==> src/rtl/core/serial_frame_receiver_top_macros.svh <==
// Assertion helpers used by the receiver parser.
`ifndef SERIAL_FRAME_RECEIVER_TOP_MACROS_SVH
`define SERIAL_FRAME_RECEIVER_TOP_MACROS_SVH

// Same-cycle implication, checked outside reset.
`define SFR_ASSERT_IMPLY(label, clk, rstn, ante, cons) \
    label: assert property (@(posedge clk) disable iff (!(rstn)) (ante) |-> (cons)) \
        else $error("sfr: implication check failed");

// Next-cycle implication, checked outside reset.
`define SFR_ASSERT_NEXT(label, clk, rstn, ante, cons) \
    label: assert property (@(posedge clk) disable iff (!(rstn)) (ante) |=> (cons)) \
        else $error("sfr: next-cycle check failed");

`endif

==> src/rtl/core/sfr_pkg.sv <==
`default_nettype none
package sfr_pkg;

    // Parser phases
    localparam logic [2:0] PH_SYNC1 = 3'd0;
    localparam logic [2:0] PH_SYNC2 = 3'd1;
    localparam logic [2:0] PH_LEN   = 3'd2;
    localparam logic [2:0] PH_ID    = 3'd3;
    localparam logic [2:0] PH_BODY  = 3'd4;
    localparam logic [2:0] PH_CHECK = 3'd5;

    // Event kinds
    localparam logic [1:0] EV_GOOD    = 2'd0;
    localparam logic [1:0] EV_BADSUM  = 2'd1;
    localparam logic [1:0] EV_TOOLONG = 2'd2;

    // Register indexes on the configuration port
    localparam logic [7:0] REG_SYNC_FIRST   = 8'd0;
    localparam logic [7:0] REG_SYNC_SECOND  = 8'd1;
    localparam logic [7:0] REG_PAYLOAD_LIM  = 8'd2;
    localparam logic [7:0] REG_POSITION_ID  = 8'd3;
    localparam logic [7:0] REG_ACK_ID       = 8'd4;

    // Reset values of the registers
    localparam logic [7:0] SYNC_FIRST_RST  = 8'd36;
    localparam logic [7:0] SYNC_SECOND_RST = 8'd64;
    localparam logic [7:0] PAYLOAD_LIM_RST = 8'd64;

    typedef struct packed {
        logic [7:0] sync_first;
        logic [7:0] sync_second;
        logic [7:0] payload_limit;
        logic [7:0] position_frame_id;
        logic [7:0] ack_frame_id;
    } cfg_t;

    typedef struct packed {
        logic [1:0]  event_kind;
        logic [7:0]  frame_id;
        logic [7:0]  payload_length;
        logic [15:0] first_word;
        logic [15:0] second_word;
        logic        is_position;
        logic        is_ack;
    } result_t;

endpackage
`default_nettype wire

==> src/rtl/core/sfr_cfg_regs.sv <==
`default_nettype none
module sfr_cfg_regs (
    input  wire logic         aclk,
    input  wire logic         aresetn,
    input  wire logic         cfg_valid,
    output logic              cfg_ready,
    input  wire logic [7:0]   cfg_index,
    input  wire logic [7:0]   cfg_data,
    output sfr_pkg::cfg_t     cfg
);
    import sfr_pkg::*;

    cfg_t cfg_reg;
    cfg_t cfg_next;

    // Always take a write; unknown indexes are dropped
    assign cfg_ready = 1'b1;

    always_comb begin
        cfg_next = cfg_reg;
        if (cfg_valid) begin
            unique case (cfg_index)
                REG_SYNC_FIRST:  cfg_next.sync_first        = cfg_data;
                REG_SYNC_SECOND: cfg_next.sync_second       = cfg_data;
                REG_PAYLOAD_LIM: cfg_next.payload_limit     = cfg_data;
                REG_POSITION_ID: cfg_next.position_frame_id = cfg_data;
                REG_ACK_ID:      cfg_next.ack_frame_id      = cfg_data;
                default:         cfg_next = cfg_reg;
            endcase
        end
    end

    always_ff @(posedge aclk) begin
        if (!aresetn) begin
            cfg_reg.sync_first        <= SYNC_FIRST_RST;
            cfg_reg.sync_second       <= SYNC_SECOND_RST;
            cfg_reg.payload_limit     <= PAYLOAD_LIM_RST;
            cfg_reg.position_frame_id <= 8'd0;
            cfg_reg.ack_frame_id      <= 8'd0;
        end else begin
            cfg_reg <= cfg_next;
        end
    end

    assign cfg = cfg_reg;

endmodule
`default_nettype wire

==> src/rtl/core/sfr_parser.sv <==
`default_nettype none
module sfr_parser (
    input  wire logic        aclk,
    input  wire logic        aresetn,
    input  wire logic        in_valid,
    output logic             in_ready,
    input  wire logic [7:0]  in_byte,
    input  wire sfr_pkg::cfg_t cfg,
    input  wire logic        out_free,
    output logic             res_valid,
    output sfr_pkg::result_t res
);
    import sfr_pkg::*;

    // Input word register
    logic       in_valid_reg;
    logic       in_valid_next;
    logic [7:0] in_byte_reg;

    // Frame state
    logic [2:0]       phase_reg, phase_next;
    logic [7:0]       length_reg, length_next;
    logic [7:0]       id_reg, id_next;
    logic [7:0]       count_reg, count_next;
    logic [7:0]       sum_reg, sum_next;
    logic [3:0][7:0]  head_reg, head_next;

    logic       advance;
    logic       emit;
    logic [1:0] kind;
    logic       with_words;
    logic [7:0] b;

    // Work on the held word once the result slot can take its outcome
    assign advance  = in_valid_reg && out_free;
    assign in_ready = !in_valid_reg || advance;
    assign b        = in_byte_reg;

    always_comb begin
        in_valid_next = in_valid_reg;
        if (in_ready) begin
            in_valid_next = in_valid;
        end
    end

    always_ff @(posedge aclk) begin
        if (!aresetn) begin
            in_valid_reg <= 1'b0;
        end else begin
            in_valid_reg <= in_valid_next;
        end
    end

    always_ff @(posedge aclk) begin
        if (in_ready && in_valid) begin
            in_byte_reg <= in_byte;
        end
    end

    // Per-word frame state update
    always_comb begin
        phase_next  = phase_reg;
        length_next = length_reg;
        id_next     = id_reg;
        count_next  = count_reg;
        sum_next    = sum_reg;
        head_next   = head_reg;
        emit        = 1'b0;
        kind        = EV_GOOD;
        with_words  = 1'b0;
        if (advance) begin
            unique case (phase_reg)
                PH_SYNC2: begin
                    phase_next = (b == cfg.sync_second) ? PH_LEN : PH_SYNC1;
                end
                PH_LEN: begin
                    length_next = b;
                    phase_next  = PH_ID;
                end
                PH_ID: begin
                    id_next  = b;
                    sum_next = b;
                    if (length_reg == 8'd0) begin
                        phase_next = PH_CHECK;
                    end else if (length_reg < cfg.payload_limit) begin
                        phase_next = PH_BODY;
                    end else begin
                        phase_next = PH_SYNC1;
                        emit       = 1'b1;
                        kind       = EV_TOOLONG;
                    end
                end
                PH_BODY: begin
                    if (count_reg < 8'd4) begin
                        head_next[count_reg[1:0]] = b;
                    end
                    if (count_reg != 8'hFF) begin
                        count_next = count_reg + 8'd1;
                    end
                    sum_next = sum_reg + b;
                    if (count_next >= length_reg) begin
                        phase_next = PH_CHECK;
                    end
                end
                PH_CHECK: begin
                    phase_next = PH_SYNC1;
                    emit       = 1'b1;
                    with_words = 1'b1;
                    kind       = (sum_reg == b) ? EV_GOOD : EV_BADSUM;
                end
                default: begin
                    // hunt for the first sync byte; unused codes land here too
                    phase_next = PH_SYNC1;
                    if (b == cfg.sync_first) begin
                        phase_next = PH_SYNC2;
                        count_next = 8'd0;
                        head_next  = '0;
                    end
                end
            endcase
        end
    end

    always_ff @(posedge aclk) begin
        if (!aresetn) begin
            phase_reg  <= PH_SYNC1;
            length_reg <= 8'd0;
            id_reg     <= 8'd0;
            count_reg  <= 8'd0;
            sum_reg    <= 8'd0;
            head_reg   <= '0;
        end else begin
            phase_reg  <= phase_next;
            length_reg <= length_next;
            id_reg     <= id_next;
            count_reg  <= count_next;
            sum_reg    <= sum_next;
            head_reg   <= head_next;
        end
    end

    // Build the result from the updated identifier and length
    always_comb begin
        res.event_kind     = kind;
        res.frame_id       = id_next;
        res.payload_length = length_next;
        res.first_word     = with_words ? {head_reg[0], head_reg[1]} : 16'd0;
        res.second_word    = with_words ? {head_reg[2], head_reg[3]} : 16'd0;
        res.is_position    = (kind == EV_GOOD) && (id_next == cfg.position_frame_id);
        res.is_ack         = (kind == EV_GOOD) && (id_next == cfg.ack_frame_id);
    end

    assign res_valid = emit;

    // Summary terms for the checks below
    logic flags_any;
    logic words_any;
    assign flags_any = res.is_position || res.is_ack;
    assign words_any = (res.first_word != 16'd0) || (res.second_word != 16'd0);

    `include "serial_frame_receiver_top_macros.svh"

    `SFR_ASSERT_IMPLY(a_flags_only_good, aclk, aresetn, res_valid && (res.event_kind != EV_GOOD), !flags_any)
    `SFR_ASSERT_IMPLY(a_toolong_no_words, aclk, aresetn, res_valid && (res.event_kind == EV_TOOLONG), !words_any)
    `SFR_ASSERT_NEXT(a_hunt_after_result, aclk, aresetn, res_valid, phase_reg == PH_SYNC1)
    `SFR_ASSERT_IMPLY(a_result_needs_slot, aclk, aresetn, res_valid, out_free && in_valid_reg)

endmodule
`default_nettype wire

==> src/rtl/core/sfr_out_stage.sv <==
`default_nettype none
module sfr_out_stage (
    input  wire logic         aclk,
    input  wire logic         aresetn,
    input  wire logic         res_valid,
    input  wire sfr_pkg::result_t res,
    output logic              out_free,
    output logic              m_tvalid,
    input  wire logic         m_tready,
    output logic [47:0]       m_tdata,
    output logic [3:0]        m_tuser
);
    import sfr_pkg::*;

    logic    out_valid_reg;
    logic    out_valid_next;
    result_t out_reg;

    // The slot frees up as soon as the held word is taken
    assign out_free = !out_valid_reg || m_tready;

    always_comb begin
        out_valid_next = out_valid_reg;
        if (res_valid) begin
            out_valid_next = 1'b1;
        end else if (m_tready) begin
            out_valid_next = 1'b0;
        end
    end

    always_ff @(posedge aclk) begin
        if (!aresetn) begin
            out_valid_reg <= 1'b0;
        end else begin
            out_valid_reg <= out_valid_next;
        end
    end

    always_ff @(posedge aclk) begin
        if (res_valid) begin
            out_reg <= res;
        end
    end

    // Pack the result word
    assign m_tvalid = out_valid_reg;
    assign m_tdata  = {out_reg.second_word, out_reg.first_word,
                       out_reg.payload_length, out_reg.frame_id};
    assign m_tuser  = {out_reg.is_ack, out_reg.is_position, out_reg.event_kind};

endmodule
`default_nettype wire

==> src/rtl/core/serial_frame_receiver_top.sv <==
// Channel  | Direction | Contents
// s_       | in        | tdata[7:0] rx_byte
// m_       | out       | tdata: frame_id, payload_length, first_word, second_word
//          |           | tuser: event_kind, is_position, is_ack
// cfg_     | in        | index 0..4 selects register, data is the 8-bit value
//
// One received byte per cycle while no result is held back by m_tready: an input
// register feeds the frame state update, whose outcome lands in a single output register.
// A result word is produced on the checksum byte or on an oversize length.
// Reset is synchronous on aresetn low; state and config registers return to their defaults.
// While m_tready is low with a result held, any byte in the input register waits
// there, whether or not it produces a result; s_tready drops only then.
`default_nettype none
module serial_frame_receiver_top (
    input  wire logic        aclk,
    input  wire logic        aresetn,
    input  wire logic        s_tvalid,
    output logic             s_tready,
    input  wire logic [7:0]  s_tdata,   // [7:0] rx_byte
    output logic             m_tvalid,
    input  wire logic        m_tready,
    output logic [47:0]      m_tdata,   // [7:0] frame_id, [15:8] payload_length,
                                        // [31:16] first_word, [47:32] second_word
    output logic [3:0]       m_tuser,   // [1:0] event_kind, [2] is_position, [3] is_ack
    input  wire logic        cfg_valid,
    output logic             cfg_ready,
    input  wire logic [7:0]  cfg_index,
    input  wire logic [7:0]  cfg_data
);
    import sfr_pkg::*;

    cfg_t    cfg;
    result_t res;
    logic    res_valid;
    logic    out_free;

    sfr_cfg_regs u_cfg (
        .aclk      (aclk),
        .aresetn   (aresetn),
        .cfg_valid (cfg_valid),
        .cfg_ready (cfg_ready),
        .cfg_index (cfg_index),
        .cfg_data  (cfg_data),
        .cfg       (cfg)
    );

    sfr_parser u_parser (
        .aclk      (aclk),
        .aresetn   (aresetn),
        .in_valid  (s_tvalid),
        .in_ready  (s_tready),
        .in_byte   (s_tdata),
        .cfg       (cfg),
        .out_free  (out_free),
        .res_valid (res_valid),
        .res       (res)
    );

    sfr_out_stage u_out (
        .aclk      (aclk),
        .aresetn   (aresetn),
        .res_valid (res_valid),
        .res       (res),
        .out_free  (out_free),
        .m_tvalid  (m_tvalid),
        .m_tready  (m_tready),
        .m_tdata   (m_tdata),
        .m_tuser   (m_tuser)
    );

endmodule
`default_nettype wire
==> config.mk <==
export PLATFORM = sky130hd
export DESIGN_NAME = serial_frame_receiver_top
export DESIGN_NICKNAME = d
export VERILOG_FILES = /design/src/rtl/core/sfr_pkg.sv /design/src/rtl/core/sfr_cfg_regs.sv /design/src/rtl/core/sfr_parser.sv /design/src/rtl/core/sfr_out_stage.sv /design/src/rtl/core/serial_frame_receiver_top.sv
export VERILOG_INCLUDE_DIRS = /design/src /design/src/rtl/core
export SDC_FILE = /design/constraint.sdc
export NUM_CORES = 1
export LEC_CHECK = 0
export BUFFER_PORTS_ARGS = -buffer_cell sky130_fd_sc_hd__clkbuf_2
export CAP_MARGIN = 0
export CORE_ASPECT_RATIO = 1.75
export CORE_MARGIN = 2
export CORE_UTILIZATION = 30
export CTS_CLUSTER_SIZE = 16
export DETAILED_ROUTE_END_ITERATION = 8
export HOLD_SLACK_MARGIN = 0.08
export PLACE_DENSITY = 0.47
export SLEW_MARGIN = 40
export SYNTH_ARGS = -nofsm -noshare
export SYNTH_HDL_FRONTEND = slang
export SYNTH_HIERARCHICAL = 1
export SYNTH_SLANG_ARGS = --single-unit
==> constraint.sdc <==
create_clock -name aclk -period 8.25 [get_ports aclk]
set_clock_uncertainty 0.05 [all_clocks]
set_input_delay 0.4125 -clock aclk [delete_from_list [all_inputs] [get_ports aclk]]
set_output_delay 0.4125 -clock aclk [all_outputs]
set_load 0.005 [all_outputs]
==> flow_metrics.py, run 1 <==
metrics = {
    "run_status": {
        "status": "completed",
    },
    "yosys": {
        "mappedNetlistArea_um2": 7680,
        "synth_fa_ha_area_share_pct": 4.50,
        "synth_flop_cell": "dfxtp_1",
        "synth.distinct_cells": 65,
        "yosysTopAreaCellShare_pct": 28.4,
        "synth-compound-area-share_pct": 13.6,
        "yosys-top-cells-count": "109 x dfxtp_1, 103 x nand2_1, 60 x edfxtp_1",
        "seq_area_frac_synth_pct": 51.9,
        "synth_most_common_cell": "dfxtp_1",
        "muxShareOfSynthArea_pct": 6.24,
        "synth_xor_xnor_area_share_pct": 3.88,
        "synth_area_leaders": "dfxtp_1 28%, edfxtp_1 23%, mux2i_1 5.2%",
        "yosys.area_share.simple_pct": 16.0,
        "synth_top_family_by_area": "simple AND/OR/NAND/NOR gates",
        "yosys_warnings": 6,
        "synth_seq_cells": 169,
        "syn_nets": 787,
        "synth-edff-count": 60,
        "synth_cells": 731,
        "synthArstFlopShare_pct": 0,
        "syn_avg_cell_area_um2": 10.5,
        "synth_area_leader_cell": "dfxtp_1",
    },
    "global_routing": {
        "antenna_found_initial": 0,
        "grt_usage_pct": 15.2,
        "grt-ovfl-total": 0,
        "grt_max_degree": 57,
        "grt_pass1_vias": 5593,
        "grt_pass1_wl_um": 31600,
    },
    "clock_tree": {
        "numClockSinks": 169,
        "cts_tree": "done",
        "insertion_delay_ns": 0.44,
        "cts-root-buf": "clkbuf_16",
        "clk_path_buf_depth": 2,
        "clk_pin_slew_ns": 0.06,
        "cts_buffers": 17,
        "htree_levels": 4,
        "post_cts_buffers": 0,
    },
    "route": {
        "wl_per_cell_um": 17.4,
        "viasPerCell": 4.83,
        "drtIter0Drc": 310,
        "drc_errors": 0,
        "vias": 5480,
        "drt-total-wl_um": 19700,
        "first_pass_iters": 4,
        "antenna_left": 0,
    },
    "floorplanning": {
        "start_util_pct": 30.4,
        "die_area_um2": 26900,
        "die_h_um": 216,
        "core_um2": 25200,
        "row_count": 77,
        "num_io_pins": 84,
        "die_width_um": 125,
    },
    "placed_design": {
        "dp.cells": 1098,
        "gp_congestion": 0.813,
        "io_buffers": 82,
        "place_hpwl_um": 14300,
    },
    "timing": {
        "worst_pin_slew_ns": 0.788,
        "fin_crit_sh_pct": 37.1,
        "setup_tns_ns": 0,
        "grt_setup_unrepaired": "no",
        "final_max_slew_viol_count": 0,
        "finalSetupViolCount": 0,
        "min_period_ns": 3.06,
        "maxClockFrequency_mhz": 327,
        "hold_violations": 0,
        "max_slew_margin_pct": 47.5,
    },
    "cells_and_area": {
        "layout.cells.non_filler": 1135,
        "largest_reg_flops": 48,
        "fin_nets": 862,
        "num_antenna_cells": 0,
        "drive_gt1_share_pct": 16.4,
        "areaGrowthSynthToFinish_pct": 16.9,
    },
    "power": {
        "pwr_density_cell_nw_per_um2": 189,
        "finalPower_mw": 1.70,
        "p_leak_nw": 3.52,
        "ir_worst_vdd_uv": 134,
    },
    "flow_run": {
        "max_cap_violations": 0,
    },
    "min_path": {
        "hp-class": "input port to register",
    },
    "critical_path": {
        "cp-end-kind": "register",
        "path_max_fanout": 7,
        "cp.required_ns": 8.58,
        "path_class": "register to register",
        "crit_arrival_ns": 3.39,
        "rrSetupSlack_ns": 5.19,
        "start_kind": "register",
    },
}
## layout make-up
type                       count  area (µm²)
fill                        2595       16300
sequential                   169        3980
multi-input combinational    491        3410
timing repair buffer          91         493
clock buffer                  23         468
tap                          316         395
inverter                      36         135
clock inverter                 9        88.8
## cell families after synthesis
logic type / count (synthesis)
AO/OA/AOI/OAI: 146
adder cells (fa/ha/maj): 27
multiplexers: 46
XOR/XNOR: 34
AND/OR/NAND/NOR: 237
flip-flops: 169
buffers and inverters: 71
other: 1
## routing by layer
metal / track usage, % / routed length (µm) / part of all wire, % / vias up
met4: 5.11 / 301 / 1.5 / 0
met2: 29.1 / 11000 / 56 / 91
met3: 2.73 / 608 / 3.1 / 14
li1: - / - / - / 2745
met5: 0 / 0 / 0 / -
met1: 16.8 / 7860 / 40 / 2630
## critical path, stage by stage (launching register included)
cell	delay [ns]
dfxtp_1	0.47
ha_1	0.26
and3_1	0.27
nand4_1	0.30
nand2_1	0.23
xnor2_1	0.14
ha_1	0.26
a21oi_1	0.11
o21ai_0	0.10
a221o_1	0.31
a31oi_1	0.23
o311ai_0	0.17
nand2_1	0.10
## cell usage in the layout, fill, tap and decap left out, types with 9 or more instances in the layout
cell type	Yosys	final
dfxtp_1	109	109
nand2_1	103	103
clkbuf_2	0	81
edfxtp_1	60	60
and2_1	51	51
mux2i_1	40	40
inv_1	36	36
o2bb2ai_1	32	32
o21ai_0	26	26
ha_1	26	26
nor2_1	21	20
xor2_1	20	20
a21oi_1	19	19
clkbuf_16	0	17
xnor2_1	14	14
o22ai_1	9	9
## stage by stage
step	setup WS (ns)	hold WS (ns)	utilization (%)	instance area, µm²
floorplan	5.64	0.374	-	7680
global placement	5.24	0.386	33.1	8360
detailed placement	5.16	0.389	33.1	8370
CTS	5.16	0.0919	35.6	8970
global route	4.86	0.0980	35.6	8970
finish	5.19	0.112	35.6	8970
## worst paths after layout
path / from / endpoint / depth (start not counted)
setup / recovery: u_parser/count_reg[0] / u_parser/phase_reg[1] / 12
hold / removal: s_tdata[0] / u_parser/b[0] / 1
setup reg to reg: u_parser/count_reg[0] / u_parser/phase_reg[1] / 12
hold reg to reg: u_parser/head_reg[2] / u_parser/head_reg[2] / 1
## power breakdown
part	total, mW	leakage [nW]	internal (mW)	switching, mW
registers	0.876	1.34	0.861	0.0147
clock network	0.765	0.274	0.433	0.332
logic	0.0552	1.90	0.0193	0.0359
total	1.70	3.52	1.31	0.383
## repair_timing
action / 4_1_cts / 5_1_grt
gates resized for setup: 0 / 0
endpoints found under the hold margin: 5 / 0
hold buffers: 5 / 0
Note: power is estimated with default switching activity, not from simulation.
==> inputs of run 2 (changes only) <==
Clock period 8.25 ns to 2.9 ns, I/O delays scaled along.
==> run 2 against run 1 <==
Compared with the run above:
- die area unchanged
- largest power group unchanged
- sequential share of layout area decreased by 1.3 points
- combinational power increased to 3.8 times the previous value
- critical path type unchanged
- worst setup slack got worse by 5.0 ns
- critical path depth unchanged
- total power increased to 2.8 times the previous value
- fmax increased by 15%
- cell area increased by 3.0%
- first-iteration DRC count decreased by 8.1%
- count of clock-buffer cells in the layout unchanged
==> flow_metrics.py, run 2 (same netlist as run 1, synthesis figures left out) <==
metrics = {
    "run_status": {
        "status": "completed",
    },
    "timing": {
        "fin_crit_sh_pct": 92.1,
        "grt_setup_unrepaired": "no",
        "maxClockFrequency_mhz": 374,
        "final_max_slew_viol_count": 0,
        "min_period_ns": 2.67,
        "worst_pin_slew_ns": 0.737,
        "setup_tns_ns": 0,
        "whs_ns": 0.105,
        "hold_violations": 0,
        "max_slew_margin_pct": 50.5,
        "finalSetupViolCount": 0,
    },
    "route": {
        "drtIter0Drc": 285,
        "drc_errors": 0,
        "first_pass_iters": 4,
        "antenna_left": 0,
        "drt-total-wl_um": 20200,
        "viasPerCell": 4.82,
        "vias": 5636,
        "wl_per_cell_um": 17.2,
    },
    "critical_path": {
        "path_max_fanout": 5,
        "r2r_cells": 12,
        "cpMaxStageDelayCell": "a221o_1",
        "crit_arrival_ns": 3.00,
        "path_class": "register to register",
        "start_kind": "register",
        "critPathMaxStageDelay_ns": 0.33,
        "cp-end-kind": "register",
        "cp.required_ns": 3.23,
        "path_cells": "ha_1, and3_1, and3_1, and2_1, o21ai_0, o21ai_0, ha_1, o211a_1, a221o_1, a31oi_2, o311ai_1, nand2_1",
    },
    "clock_tree": {
        "clk_pin_slew_ns": 0.06,
        "htree_levels": 4,
        "cts-root-buf": "clkbuf_16",
        "cts_tree": "done",
        "insertion_delay_ns": 0.44,
        "numClockSinks": 169,
        "cts_buffers": 17,
        "clk_path_buf_depth": 2,
    },
    "placed_design": {
        "io_buffers": 82,
        "place_hpwl_um": 15000,
        "gp_congestion": 0.841,
        "dp.cells": 1122,
    },
    "floorplanning": {
        "die_h_um": 216,
        "row_count": 77,
        "die_area_um2": 26900,
        "start_util_pct": 30.4,
        "core_um2": 25200,
        "die_width_um": 125,
        "num_io_pins": 84,
    },
    "flow_run": {
        "max_cap_violations": 0,
    },
    "cells_and_area": {
        "most-common-layout-cells": "109 x dfxtp_1, 102 x nand2_1, 82 x clkbuf_2, 60 x edfxtp_1, 51 x and2_1",
        "num_antenna_cells": 0,
        "fillCellCount": 2572,
        "final_common_cell": "dfxtp_1",
        "layout.cells.non_filler": 1169,
        "largest_reg_flops": 48,
        "areaGrowthSynthToFinish_pct": 20.4,
        "fin_nets": 896,
        "drive_gt1_share_pct": 18.8,
    },
    "global_routing": {
        "antenna_found_initial": 0,
        "grt_usage_pct": 15.3,
        "grt_max_degree": 42,
        "grt-ovfl-total": 0,
        "grt_pass1_wl_um": 31300,
        "grt_pass1_vias": 5463,
    },
    "min_path": {
        "hold_depth": 3,
        "hp-class": "input port to register",
    },
    "power": {
        "ir_worst_vdd_uv": 320,
        "p_leak_nw": 3.67,
        "pwr_density_cell_nw_per_um2": 519,
    },
}
## run 2: final timing paths
path / endpoint / slack [ns] / startpoint
worst max-delay path: u_parser/phase_reg[1] / 0.23 / u_parser/count_reg[0]
worst min-delay path: u_cfg/cfg[39] / 0.11 / cfg_data[7]
worst max register to register: u_parser/phase_reg[1] / 0.23 / u_parser/count_reg[0]
worst min register to register: u_parser/head_reg[2] / 0.40 / u_parser/head_reg[2]
## run 2: final cells by class
| cell class | count | area [µm²] | share of cell area (%) |
|---|---|---|---|
| clock inverter | 9 | 77.6 | 0.839 |
| clock buffer | 23 | 458 | 4.95 |
| sequential | 169 | 3980 | 43.1 |
| timing repair buffer | 125 | 781 | 8.44 |
| multi-input combinational | 491 | 3420 | 36.9 |
| inverter | 36 | 135 | 1.46 |
| tap | 316 | 395 | 4.28 |
## run 2: timing repair
item                                    4_1_cts  5_1_grt
endpoints found under the setup margin        0        2
hold endpoints to repair                     24        0
hold buffers                                 14        0
resized for setup                             0        3
buffers inserted                              0        1
## run 2: worst max-delay path, delay by kind of cell, from the launching register on
family / cells / cell delay, ns
AOI/OAI and AO/OA: 6 / 1.01
adders and majority gates: 2 / 0.51
DFF: 1 / 0.31
and+or+nand+nor: 4 / 0.73
## run 2: through the flow
step           util, %  cell area (µm²)  power [mW]  setup WS (ns)
2_1_floorplan        -             7680        2.62          0.287
3_3_place_gp      33.9             8550        2.72          0.177
3_5_place_dp      33.9             8550        2.72          0.103
4_1_cts           36.6             9230        4.89         0.0774
5_1_grt           36.6             9250        4.98         0.0131
6_report          36.6             9250        4.80          0.228
## run 2: power by group
part | leakage [nW] | internal [mW] | switching [mW] | total, mW
combinational | 2.07 | 0.0763 | 0.136 | 0.212
clock | 0.265 | 1.20 | 0.926 | 2.12
sequential | 1.34 | 2.45 | 0.0153 | 2.47
## run 2: layer usage
metal / track usage (%) / wire length (µm)
met1: 16.2 / 7940
met2: 29.1 / 11100
met3: 2.97 / 649
met4: 6.52 / 515
met5: 0 / 0
